[src/sv/wgm_pkg.sv]
// Shared constants and types for the wildcard glob matcher.
package wgm_pkg;

	localparam int PATTERN_MAX = 32;
	localparam int IDX_W = $clog2(PATTERN_MAX);
	localparam int LEN_W = $clog2(PATTERN_MAX + 1);
	localparam int SYM_W = 8;

	localparam logic CMD_PATTERN = 1'b0;
	localparam logic CMD_TEXT = 1'b1;

	localparam logic [SYM_W-1:0] STAR_BYTE = 8'h2A;
	localparam logic [SYM_W-1:0] QMARK_BYTE = 8'h3F;
	localparam logic [SYM_W-1:0] DOT_BYTE = 8'h2E;

	typedef struct packed {
		logic [SYM_W-1:0] sym;
		logic fresh;
		logic step;
	} wgm_ctl_t;

	typedef struct packed {
		logic eff;
		logic cl;
	} wgm_tap_t;

endpackage

[src/sv/wgm_if.sv]
// Valid/ready channel interfaces for the matcher input and result words.
interface wgm_in_if;
	logic valid;
	logic ready;
	logic cmd;
	logic [wgm_pkg::SYM_W-1:0] symbol;
	logic last;

	modport source (output valid, output cmd, output symbol, output last, input ready);
	modport sink (input valid, input cmd, input symbol, input last, output ready);
endinterface

interface wgm_out_if;
	logic valid;
	logic ready;
	logic matched;
	logic pattern_overflow;

	modport source (output valid, output matched, output pattern_overflow, input ready);
	modport sink (input valid, input matched, input pattern_overflow, output ready);
endinterface

[src/sv/wgm_cell.sv]
// One pattern position: stored byte, active bit and its link in the closure chain.
module wgm_cell (
	input logic clk,
	input logic arst_n,
	input logic wr_en,
	input logic used,
	input logic lead_in,
	input logic h_in,
	input wgm_pkg::wgm_ctl_t ctl,
	output logic lead_out,
	output logic h_out,
	output wgm_pkg::wgm_tap_t tap
);
	import wgm_pkg::*;

	logic [SYM_W-1:0] byte_q;
	logic star_q;
	logic qmark_q;
	logic lead_q;
	logic act_q;
	logic eff;
	logic hit;
	logic adv;
	logic stay;
	logic cl;

	always_ff @(posedge clk) begin
		if (wr_en) begin
			byte_q <= ctl.sym;
			star_q <= (ctl.sym == STAR_BYTE);
			qmark_q <= (ctl.sym == QMARK_BYTE);
			lead_q <= lead_in & (ctl.sym == STAR_BYTE);
		end
	end

	always_ff @(posedge clk or negedge arst_n) begin
		if (!arst_n) begin
			act_q <= 1'b0;
		end else if (ctl.step) begin
			act_q <= cl;
		end
	end

	always_comb begin
		eff = ctl.fresh ? lead_in : act_q;
		hit = star_q | (qmark_q & (ctl.sym != DOT_BYTE)) | (byte_q == ctl.sym);
		adv = eff & used & hit;
		stay = eff & used & star_q;
		cl = h_in | stay;
		h_out = adv | (cl & used & star_q);
	end

	assign lead_out = lead_q;
	assign tap = '{eff: eff, cl: cl};

endmodule

[src/sv/wildcard_glob_matcher.sv]
// Top level of the glob matcher: pattern store as a row of position cells.
//
//   channel  dir  word fields                       result
//   in_ch    in   cmd, symbol, last                 pattern or text byte
//   out_ch   out  matched, pattern_overflow         one word per text end
//
// One input word is taken every cycle unless the output stalls; a text byte
// moves the active set through the combinational chain of position cells.
// The result word for a last text byte is registered and shows in the next cycle.
// A waiting result does not stall input unless the output is still full and
// not being taken. Reset clears length and flags (sets fresh) and the output valid bit.
module wildcard_glob_matcher (
	input logic clk,
	input logic arst_n,
	wgm_in_if.sink in_ch,
	wgm_out_if.source out_ch
);
	import wgm_pkg::*;

	logic [LEN_W-1:0] len_q;
	logic complete_q;
	logic ovf_q;
	logic fresh_q;
	logic act_end_q;
	logic out_valid_q;
	logic matched_q;
	logic ovf_out_q;

	logic accept;
	logic take;
	logic has_sym;
	logic is_pat;
	logic is_txt;
	logic [LEN_W-1:0] len_base;
	logic ovf_base;
	logic room;
	logic wr_en;
	logic res_valid;
	logic res_matched;
	wgm_ctl_t ctl;

	logic [PATTERN_MAX:0] lead;
	logic [PATTERN_MAX:0] h;
	logic [PATTERN_MAX:0] cl_vec;
	logic [PATTERN_MAX:0] eff_vec;
	logic [PATTERN_MAX-1:0] used;
	wgm_tap_t tap [PATTERN_MAX];

	assign in_ch.ready = !out_valid_q || out_ch.ready;
	assign accept = in_ch.valid && in_ch.ready;
	assign has_sym = (in_ch.symbol != '0);
	assign take = accept && (has_sym || in_ch.last);
	assign is_pat = take && (in_ch.cmd == CMD_PATTERN);
	assign is_txt = take && (in_ch.cmd == CMD_TEXT);

	assign len_base = complete_q ? '0 : len_q;
	assign ovf_base = complete_q ? 1'b0 : ovf_q;
	assign room = (len_base < LEN_W'(PATTERN_MAX));
	assign wr_en = is_pat && has_sym && room;

	assign ctl.sym = in_ch.symbol;
	assign ctl.fresh = fresh_q;
	assign ctl.step = is_txt && has_sym && !in_ch.last;

	assign lead[0] = 1'b1;
	assign h[0] = 1'b0;

	for (genvar i = 0; i < PATTERN_MAX; i++) begin : g_cell
		assign used[i] = (LEN_W'(i) < len_q);

		wgm_cell u_cell (
			.clk(clk),
			.arst_n(arst_n),
			.wr_en(wr_en && (len_base[IDX_W-1:0] == IDX_W'(i))),
			.used(used[i]),
			.lead_in(lead[i]),
			.h_in(h[i]),
			.ctl(ctl),
			.lead_out(lead[i+1]),
			.h_out(h[i+1]),
			.tap(tap[i])
		);

		assign cl_vec[i] = tap[i].cl;
		assign eff_vec[i] = tap[i].eff;
	end

	assign cl_vec[PATTERN_MAX] = h[PATTERN_MAX];
	assign eff_vec[PATTERN_MAX] = fresh_q ? lead[PATTERN_MAX] : act_end_q;

	assign res_valid = is_txt && in_ch.last;
	assign res_matched = (has_sym ? cl_vec[len_q] : eff_vec[len_q]) && !ovf_q;

	always_ff @(posedge clk or negedge arst_n) begin
		if (!arst_n) begin
			len_q <= '0;
			complete_q <= 1'b0;
			ovf_q <= 1'b0;
			fresh_q <= 1'b1;
			act_end_q <= 1'b0;
		end else begin
			if (is_pat) begin
				len_q <= len_base + LEN_W'(wr_en);
				ovf_q <= ovf_base || (has_sym && !room);
				complete_q <= in_ch.last;
				fresh_q <= 1'b1;
			end else if (is_txt) begin
				if (in_ch.last) begin
					fresh_q <= 1'b1;
				end else begin
					fresh_q <= 1'b0;
				end
			end
			if (ctl.step) begin
				act_end_q <= cl_vec[PATTERN_MAX];
			end
		end
	end

	always_ff @(posedge clk or negedge arst_n) begin
		if (!arst_n) begin
			out_valid_q <= 1'b0;
		end else if (res_valid) begin
			out_valid_q <= 1'b1;
		end else if (out_ch.ready) begin
			out_valid_q <= 1'b0;
		end
	end

	always_ff @(posedge clk) begin
		if (res_valid) begin
			matched_q <= res_matched;
			ovf_out_q <= ovf_q;
		end
	end

	assign out_ch.valid = out_valid_q;
	assign out_ch.matched = matched_q;
	assign out_ch.pattern_overflow = ovf_out_q;

endmodule
[src/flat_wrapper.sv]
// flat-port wrapper written by rule: the top's interface ports become plain ports
module wildcard_glob_matcher_flat import wgm_pkg::*;
  (clk, arst_n, in_ch_valid, in_ch_cmd, in_ch_symbol, in_ch_last, in_ch_ready, out_ch_valid, out_ch_matched, out_ch_pattern_overflow, out_ch_ready);
  wgm_in_if in_ch_i ();
  wgm_out_if out_ch_i ();
  input logic clk;
  input logic arst_n;
  input wire logic [$bits(in_ch_i.valid)-1:0] in_ch_valid;
  input wire logic [$bits(in_ch_i.cmd)-1:0] in_ch_cmd;
  input wire logic [$bits(in_ch_i.symbol)-1:0] in_ch_symbol;
  input wire logic [$bits(in_ch_i.last)-1:0] in_ch_last;
  output wire logic [$bits(in_ch_i.ready)-1:0] in_ch_ready;
  output wire logic [$bits(out_ch_i.valid)-1:0] out_ch_valid;
  output wire logic [$bits(out_ch_i.matched)-1:0] out_ch_matched;
  output wire logic [$bits(out_ch_i.pattern_overflow)-1:0] out_ch_pattern_overflow;
  input wire logic [$bits(out_ch_i.ready)-1:0] out_ch_ready;
  assign in_ch_i.valid = in_ch_valid;
  assign in_ch_i.cmd = in_ch_cmd;
  assign in_ch_i.symbol = in_ch_symbol;
  assign in_ch_i.last = in_ch_last;
  assign in_ch_ready = in_ch_i.ready;
  assign out_ch_valid = out_ch_i.valid;
  assign out_ch_matched = out_ch_i.matched;
  assign out_ch_pattern_overflow = out_ch_i.pattern_overflow;
  assign out_ch_i.ready = out_ch_ready;
  wildcard_glob_matcher u_core (.clk(clk), .arst_n(arst_n), .in_ch(in_ch_i), .out_ch(out_ch_i));
endmodule
[config.mk]
export PLATFORM = sky130hd
export DESIGN_NAME = wildcard_glob_matcher_flat
export DESIGN_NICKNAME = d
export VERILOG_FILES = /design/src/sv/wgm_pkg.sv /design/src/sv/wgm_if.sv /design/src/sv/wgm_cell.sv /design/src/sv/wildcard_glob_matcher.sv /design/src/flat_wrapper.sv
export SDC_FILE = /design/constraint.sdc
export NUM_CORES = 1
export LEC_CHECK = 0
export BUFFER_PORTS_ARGS = -buffer_cell sky130_fd_sc_hd__buf_2
export CAP_MARGIN = 25
export CORE_MARGIN = 2
export CORE_UTILIZATION = 45
export DETAILED_ROUTE_END_ITERATION = 16
export GPL_ROUTABILITY_DRIVEN = 0
export PLACE_DENSITY = 0.61
export SLEW_MARGIN = 20
export SYNTH_ARGS = -nofsm -noshare
export SYNTH_HDL_FRONTEND = slang
export SYNTH_HIERARCHICAL = 1
export SYNTH_SLANG_ARGS = --single-unit
[constraint.sdc]
create_clock -name clk -period 37.4 [get_ports clk]
set_clock_uncertainty 0.15 [all_clocks]
set_input_delay 5.61 -clock clk [delete_from_list [all_inputs] [get_ports clk]]
set_output_delay 5.61 -clock clk [all_outputs]
set_load 0.005 [all_outputs]
==> results of run 1 <==
==> how the worst min path moves through the flow <==
stage | from | to | cells after the start
6_report | u_core/act_end_q$_DFFE_PN0P_ | u_core/act_end_q$_DFFE_PN0P_ | 1
5_1_grt | u_core/act_end_q$_DFFE_PN0P_ | u_core/act_end_q$_DFFE_PN0P_ | 1
4_1_cts | u_core/act_end_q$_DFFE_PN0P_ | u_core/act_end_q$_DFFE_PN0P_ | 1
3_5_place_dp | u_core/act_end_q$_DFFE_PN0P_ | u_core/act_end_q$_DFFE_PN0P_ | 1
3_3_place_gp | u_core/g_cell[24].u_cell/act_q$_DFFE_PN0P_ | u_core/g_cell[24].u_cell/act_q$_DFFE_PN0P_ | 1
2_1_floorplan | u_core/ovf_q$_DFFE_PN0P_ | u_core/out_ch.pattern_overflow$_DFFE_PP_ | 0
==> through the flow <==
stage | instance area [µm²] | instances | worst slack [ns]
6_report | 22100 | 2100 | 17.77
2_1_floorplan | 20000 | 1460 | 20.32
3_3_place_gp | 20700 | 2016 | 17.85
3_5_place_dp | 20700 | 2018 | 17.74
4_1_cts | 22000 | 2095 | 18.11
5_1_grt | 22100 | 2100 | 15.82
==> metal layers <==
layer / part of all wire (%) / global-route usage, % / up-vias
met5: 0 / 0 / -
li1: - / - / 5626
met3: 5.2 / 3.34 / 81
met4: 2.4 / 5.56 / 0
met2: 45 / 31.0 / 349
met1: 47 / 30.1 / 6105
==> sequential cells by signal (all words and copies together) (netlist names) <==
register,cells
u_core/g_cell.u_cell/byte_q,256
u_core/g_cell.u_cell/act_q,32
u_core/g_cell.u_cell/lead_out,32
u_core/g_cell.u_cell/qmark_q,32
u_core/g_cell.u_cell/star_q,32
u_core/len_q,6
u_core/act_end_q,1
u_core/complete_q,1
u_core/fresh_q,1
u_core/out_ch.matched,1
u_core/out_ch.pattern_overflow,1
u_core/out_ch.valid,1
u_core/ovf_q,1
==> cells by family after synthesis <==
logic type	Yosys count	share of synthesized area (%)
AND/OR/NAND/NOR	470	14.7
flip-flops	397	58.4
XOR/XNOR	256	11.2
AO/OA/AOI/OAI	145	5.27
buffers and inverters	98	3.25
multiplexers	88	7.05
adder cells (fa/ha/maj)	2	0.125
other	2	0.0375
==> power by group through the flow <==
stage	Clock, mW	Combinational, mW	Sequential, mW
floorplan	0	0.0437	0.497
global placement	0	0.0777	0.496
detailed placement	0	0.0784	0.496
CTS	0.415	0.0788	0.487
global route	0.432	0.0855	0.487
finish	0.403	0.0786	0.487
==> critical path: cells and delay by family <==
| family | cells | cell delay (ns) |
|---|---|---|
| AND/OR/NAND/NOR | 34 | 9.03 |
| AO/OA/AOI/OAI | 34 | 4.10 |
| buffers and inverters | 3 | 0.92 |
| XOR/XNOR | 1 | 0.14 |
==> placed cells by master (no fill, tap or decap), types with 6 or more instances in the layout <==
cell / instances
sky130_fd_sc_hd__edfxtp_1: 354
sky130_fd_sc_hd__xor2_1: 256
sky130_fd_sc_hd__nor2_1: 93
sky130_fd_sc_hd__nor4_1: 67
sky130_fd_sc_hd__nand4_1: 66
sky130_fd_sc_hd__mux2_4: 64
sky130_fd_sc_hd__clkbuf_16: 44
sky130_fd_sc_hd__buf_4: 43
sky130_fd_sc_hd__dfrtp_1: 41
sky130_fd_sc_hd__a21oi_1: 39
sky130_fd_sc_hd__nand3_1: 39
sky130_fd_sc_hd__and2_1: 35
sky130_fd_sc_hd__nor3b_1: 34
sky130_fd_sc_hd__nand2_1: 32
sky130_fd_sc_hd__a31o_1: 32
sky130_fd_sc_hd__and4bb_2: 32
sky130_fd_sc_hd__a221oi_1: 32
sky130_fd_sc_hd__and4b_1: 32
sky130_fd_sc_hd__o21ai_0: 14
sky130_fd_sc_hd__clkbuf_1: 12
sky130_fd_sc_hd__clkinv_1: 10
sky130_fd_sc_hd__buf_2: 10
sky130_fd_sc_hd__inv_1: 8
sky130_fd_sc_hd__mux4_1: 8
sky130_fd_sc_hd__nor4_2: 7
sky130_fd_sc_hd__nor3_1: 7
sky130_fd_sc_hd__mux4_2: 6
==> layout make-up <==
class | instances | area, µm²
fillers | 3804 | 22100
inverters | 9 | 33.8
clock inverters | 20 | 155
repair buffers | 60 | 487
multi-input cells | 965 | 7770
clock buffers | 57 | 1160
well taps | 592 | 741
flip-flops and latches | 397 | 11700
==> run summary, run 1 <==
The worst register-to-register path ends at u_core/out_ch.matched$_DFFE_PP_. After synthesis, the most frequently instantiated cells are sky130_fd_sc_hd__edfxtp_1, sky130_fd_sc_hd__xor2_1, sky130_fd_sc_hd__nor2_1, sky130_fd_sc_hd__nor4_1, sky130_fd_sc_hd__nand4_1. Final period utilization: 52.5%. Measured along the x axis, the die boundary spans 215 µm.

TritonCTS built the clock tree. The share of async-settable or async-resettable flops after synthesis works out to 10.8%. The tools report the category of the worst setup path capture point as a register. 0 antenna diodes ended up in the layout.

The critical-path cell with the highest stage delay was sky130_fd_sc_hd__buf_4. The tools report the detailed-route wire length as 46.3 mm. The net switching fraction of the power is 23.3%, and the number of enable-type register cells in the synthesized netlist is 354. The flow ran to the end, and the final reports show no timing, DRC or antenna violations.

The share of total power dissipated in the clock network is 41.6%. The die span in y came out at 215 µm. The detailed-route vias per instance is 5.79. Setup total negative slack on the finished layout was measured at 0 ns. The core region is 44100 µm². The run gives 77 as the cell row count. Measured on the finished design, the core utilization comes to 50.0%. The leading cell type by number of instances after synthesis is sky130_fd_sc_hd__edfxtp_1. The clock transition time at the flip-flop clock pins of the worst setup and hold paths is 0.06 ns, and the post-cts gate resize count is 0. The power consumption is 0.969 mW, and the number of buffer cells added on primary ports is 17. The total leakage power was 7.71 nW. The layout-stage area growth over the synthesis result came out at 10.0%.

The number of max-capacitance violations reported was 0. Entering global routing, the biggest net connects 109 pins. The number of cell instances on the worst register-to-register path was 70.

Data on the critical path is required at its endpoint by 37.64 ns. Final net count: 1492. The timing-limited maximum frequency came out at 50.9 MHz.

The worst register-to-register path has a setup slack of 22.55 ns. The internal portion of the total power is 0.743 mW. The run gives 0 as the final-report hold violation count. The cell sitting at the root of the clock tree is a sky130_fd_sc_hd__clkbuf_16. In the post-synthesis netlist, the biggest area contributors are sky130_fd_sc_hd__edfxtp_1, sky130_fd_sc_hd__xor2_1, sky130_fd_sc_hd__dfrtp_1.

After synthesis the cells add up to 20000 µm². Per report_power, the combinational group accounts for 8.1% of the total. Counting along the longest clock path gives a buffer depth of 3.

Subtracting the final worst setup slack from the clock period gives 19.63 ns. The post-synthesis cell type count was 58. VDD sags by at most 0.0255 mV. Across every metal layer, demand over resource in global routing totals 20.3%. Setup repair after global routing left no endpoint under its margin. Sequential cells account for 50.3% of the total power. The first global-routing pass estimated 73.6 mm of wire. The tools report the launch instance of the worst register-to-register path as u_core/len_q[5]$_DFFE_PN0P_.

The commonest register cell after synthesis was sky130_fd_sc_hd__edfxtp_1. The count of yosys warnings during synthesis is 6, and the number of buffers inserted for hold repair after clock tree synthesis is 0. The HPWL after detailed placement is 28.2 mm.

The initial utilization of the core area, before any placement, comes to 45.4%. Number of antenna violations at the first check in global routing: 0. Of all nets on the critical path, the largest fanout is 39. Type of the worst min-delay path: register to register.

At the pin with the least slew margin, the transition time is 1.02 ns. The die covers 46200 µm². For the worst setup path, the data arrival time is 19.88 ns.

For this run, design rule violations remaining after detail routing come to 0. For the number of buffers inserted by post-CTS setup repair, the log shows 0. The detailed-router iteration count before antenna repair was 8; the remaining number of nets flagged by the antenna check after routing was 0.

The tools report the via count of the first global-routing pass as 12000. The number of endpoints failing setup at the final stage was 0; the share of the synthesized area in the top cell type was 53.0%. The maximum level of the CTS H-tree is 2.

Buffers inserted during clock tree synthesis total 43. The cell count after synthesis came out at 1458. The detailed router's first-iteration violation count was 1245.

Detailed routing inserted a total of 12200 vias. Cells with a size suffix above 1 make up 16.0% of the layout. Reported net switching power: 0.226 mW.

The setup path with the least slack is of type input pin to register. The logs give 0.357 ns for the worst hold slack and 397 for the count of clock tree sinks. Global routing finished with a remaining overflow of 0. The longest individual stage delay on the worst path was 0.48 ns.

The cell repeated most along the worst path was sky130_fd_sc_hd__nor3b_1. The end of the critical path is u_core/out_ch.matched$_DFFE_PP_. The sequential-to-total area share from yosys stat is 58.4%, and the number of pins with negative max-slew slack in the final report is 0. The per-instance average area after synthesis is 13.7 µm². The cell type contributing the most total cell area after synthesis was sky130_fd_sc_hd__edfxtp_1.

18 I/O pins were placed. The relative slew slack was 32.0%; the power density normalized to cell area was 43.9 nW/µm². STA classifies the critical path startpoint as an input pin. The clock latency on the worst-skew pair is 0.57 ns, and the detailed-route wire length per cell is 22.1 µm.

In this run, synthesis produced a sequential element count of 397. The startpoint of the worst setup timing path is in_ch_symbol[1].
Power figures use the tool's default switching activity.
==> run 2: changes to the inputs <==
--- a/config.mk
+++ b/config.mk
@@ -11,7 +11,7 @@
 export CORE_UTILIZATION = 45
 export DETAILED_ROUTE_END_ITERATION = 16
 export GPL_ROUTABILITY_DRIVEN = 0
-export PLACE_DENSITY = 0.61
+export PLACE_DENSITY = 0.63
 export SLEW_MARGIN = 20
 export SYNTH_ARGS = -nofsm -noshare
 export SYNTH_HDL_FRONTEND = slang
==> constraint.sdc (replaced) <==
create_clock -name clk -period 16.5 [get_ports clk]
set_clock_uncertainty 0.15 [all_clocks]
set_input_delay 2.475 -clock clk [delete_from_list [all_inputs] [get_ports clk]]
set_output_delay 2.475 -clock clk [all_outputs]
set_load 0.005 [all_outputs]
==> run 2 against run 1 <==
  * Sequential share of layout area shrank 0.33 points
  * Non-clock buffer count grew 10
  * Critical path depth shrank 1
  * Global-route usage grew 0.087 points
  * Die area is the same
  * Sequential power grew 130%
  * Core utilization grew 0.31 points
  * Register-to-register slack lost 20 ns
  * First-iteration DRC count shrank 13%
  * Hold slack gained 0.0044 ns
  * Setup slack lost 16 ns
  * Wire length grew 2.6%
==> run summary, run 2 (synthesis results as in run 1) <==
Measured slew at the worst slew-check pin: 1.01 ns (-0.00424 ns). The internal reg-to-reg setup slack is 2.71 ns (-19.84 ns), and the number of cell instances on the worst register-to-register path is 69 (-1.4%). The core area came out at 44100 µm² (unchanged). The category of the worst setup path capture point is a register.

The number of buffer cells added on primary ports is 17 (unchanged). TritonCTS built the clock tree. The number of buffers inserted for hold repair after clock tree synthesis is 0 (unchanged), and the data required time at the worst endpoint is 16.71 ns (-20.93 ns). The logs give 0 (unchanged) for the number of DRC violations after detailed routing and 42 (-2.3%) for the CTS buffer count. For the overall fraction of global-route tracks in use, the log shows 20.4% (+0.087 points). For the global route total overflow, the log shows 0 (unchanged). The reported net switching power was 0.515 mW (+130%).

The run gives 11900 (-0.33%) as the via count of the first global-routing pass. The tools report the startpoint of the worst setup timing path as in_ch_symbol[4]. The die span in y was 215 µm (unchanged). The longest individual stage delay on the worst path is 0.31 ns (-0.17 ns). Chip width: 215 µm (unchanged).

The data arrival time of the critical path is 15.29 ns (-4.59 ns). The area growth from synthesis to layout is 10.7%. The run gives 73.6 mm (-0.10%) as the first-pass GRT wire length. The type of the worst min-delay path was register to register. Clock tree synthesis selected as its root buffer the cell sky130_fd_sc_hd__clkbuf_16. The half-perimeter wire length after detailed placement was 30.0 mm (+6.1%). The run gives 82 (-25%) as the pin count of the biggest net entering global routing. The run gives 47.5 mm (+2.6%) as the detailed-route wire length. Setup repair after global routing left no endpoint under its margin. The logs give 0.56 ns (about the same) for the clock latency on the worst-skew pair and 1501 (+0.60%) for the final net count.

The startpoint identified for the worst register-to-register timing path is u_core/len_q[3]$_DFFE_PN0P_. Remaining number of nets flagged by the antenna check after routing: 0 (unchanged). The worst path in the final design needs a cycle of 15.08 ns, including I/O delays and setup. Kind of start point of the critical path: an input pin.

Number of ports placed on the die boundary: 18 (unchanged). The type of the worst setup path was input pin to register. In the layout the commonest cells are sky130_fd_sc_hd__edfxtp_1, sky130_fd_sc_hd__xor2_1, sky130_fd_sc_hd__nor2_1.

The logs give 50.1% (-0.2 points) for the sequential fraction of design power and 397 (unchanged) for the count of clock tree sinks. The cell row count was 77 (unchanged); the final-report hold violation count was 0 (unchanged). The total area of multi-input combinational cells was 7840 µm² (+0.95%).

Logic gate share of total power: 8.2% (about the same). The worst hold path begins at u_core/g_cell[2].u_cell/act_q$_DFFE_PN0P_. The detailed-router iteration count before antenna repair was 8 (unchanged); the largest driver fanout on the critical path was 14 (-64%). The logs give 0 (unchanged) for the number of max-capacitance violations reported and 2110 (+0.48%) for the non-filler instance count after layout. The number of endpoints failing setup at the final stage came out at 0 (unchanged). The via total after detailed routing was 12400 (+2.2%); the power density normalized to cell area was 99.4 nW/µm² (+130%). The run gives 2 (unchanged) as the maximum level of the CTS H-tree. The flow ran to the end, and the final reports show no timing, DRC or antenna violations. The tools report the part of the power in the clock network as 41.8% (+0.2 points). Ranked by flip-flop count, first place goes to u_core/g_cell.u_cell/byte_q. Net switching fraction of the power: 23.3% (about the same). The detailed-route vias per instance is 5.89 (+1.7%). In this design, the critical path's most frequently occurring cell is sky130_fd_sc_hd__a21oi_1. The flip-flop count of the largest register, all copies and words added was 256 (unchanged); the die outline area was 46200 µm² (unchanged). The tools report the relative slew slack as 32.3% (+0.37 points).

Leaving out fill and tap cells, the most frequent cell in the layout is sky130_fd_sc_hd__edfxtp_1. The critical-path cell with the highest stage delay was sky130_fd_sc_hd__o32ai_1. The maximum vdd ir drop is 0.0627 mV (+150%). In this run the worst setup path terminates at u_core/out_ch.matched$_DFFE_PP_. The worst register-to-register path ends at u_core/out_ch.matched$_DFFE_PP_. The detailed-route wire length per cell came out at 22.5 µm (+2.1%). The logs give 0 ns (unchanged) for the summed negative setup slack over all endpoints and 1 (+1) for the number of antenna violations at the first check in global routing. The tools report the count of filler cells inserted in the layout as 3774 (-0.79%).

For the sequential cell area, the log shows 11700 µm² (unchanged). The fraction of final layout cells sized beyond drive strength 1 works out to 17.7% (+1.7 points). The detailed router's first-iteration violation count was 1085 (-13%). The number of pins with negative max-slew slack in the final report is 0 (unchanged). The clock transition time at the flip-flop clock pins of the worst setup and hold paths was 0.06 ns (about the same); the timing-limited maximum frequency was 66.3 MHz. For the cell-internal power, the log shows 1.69 mW (+130%). The initial core utilization was 45.4% (unchanged); the number of buffers on the longest clock path was 3 (unchanged).

The number of cells in the design after placement was 2026 (+0.40%). Of the available clock period, the critical path in the final layout requires 91.4%. For the total leakage power, the log shows 7.77 nW (+0.83%).
## run 2: how the worst min path moves through the flow
stage | endpoint | slack [ns] | depth (start not counted)
2_1_floorplan | u_core/out_ch.pattern_overflow$_DFFE_PP_ | 0.31 | 0
3_3_place_gp | u_core/g_cell[4].u_cell/act_q$_DFFE_PN0P_ | 0.34 | 1
3_5_place_dp | u_core/g_cell[15].u_cell/act_q$_DFFE_PN0P_ | 0.35 | 1
4_1_cts | u_core/g_cell[25].u_cell/act_q$_DFFE_PN0P_ | 0.36 | 1
5_1_grt | u_core/g_cell[15].u_cell/act_q$_DFFE_PN0P_ | 0.38 | 1
6_report | u_core/g_cell[2].u_cell/act_q$_DFFE_PN0P_ | 0.36 | 1
## run 2: final cells by class
class                   count  share of cell area, %
repair buffers             70                   2.37
well taps                 592                   3.34
clock inverters            23                  0.761
multi-input cells         965                   35.3
flip-flops and latches    397                   52.8
clock buffers              53                   5.26
diodes                      1                 0.0113
inverters                   9                  0.152
## run 2: worst max-delay path: cells and delay by family
family | cells | cell delay (ns)
AOI/OAI and AO/OA | 34 | 4.13
xor gates and xnor gates | 1 | 0.18
buffers and inverters | 2 | 0.28
and+or+nand+nor | 34 | 8.18
## run 2: what timing repair did
action | CTS | global route
buffers inserted | 0 | 0
hold endpoints to repair | 0 | 0
endpoints found under the setup margin | 0 | 3
resized for setup | 0 | 12
## run 2: per-layer routing
metal / share of wire [%] / GRT usage, % / wire length (µm)
met4: 2.8 / 6.48 / 1330
met1: 46 / 29.5 / 21700
met3: 7.4 / 4.70 / 3510
met2: 44 / 30.5 / 21000
met5: 0 / 0 / 0
## run 2: per-stage QoR
step	area, µm²	utilization, %	setup WS, ns	power, mW	hold WS, ns
after floorplan	20000	-	2.55	1.23	0.311
final	22200	50.3	1.42	2.21	0.361
after CTS	22100	50.0	0.936	2.22	0.362
after detailed placement	20700	47.0	0.633	1.30	0.347
after global placement	20700	46.9	0.615	1.30	0.341
after global routing	22200	50.3	0.102	2.28	0.375
## run 2: power groups by stage
stage / Clock, mW / Sequential, mW / Combinational [mW]
detailed placement: 0 / 1.13 / 0.179
floorplan: 0 / 1.13 / 0.0990
finish: 0.921 / 1.10 / 0.181
global route: 0.980 / 1.10 / 0.195
global placement: 0 / 1.12 / 0.176
CTS: 0.941 / 1.10 / 0.180
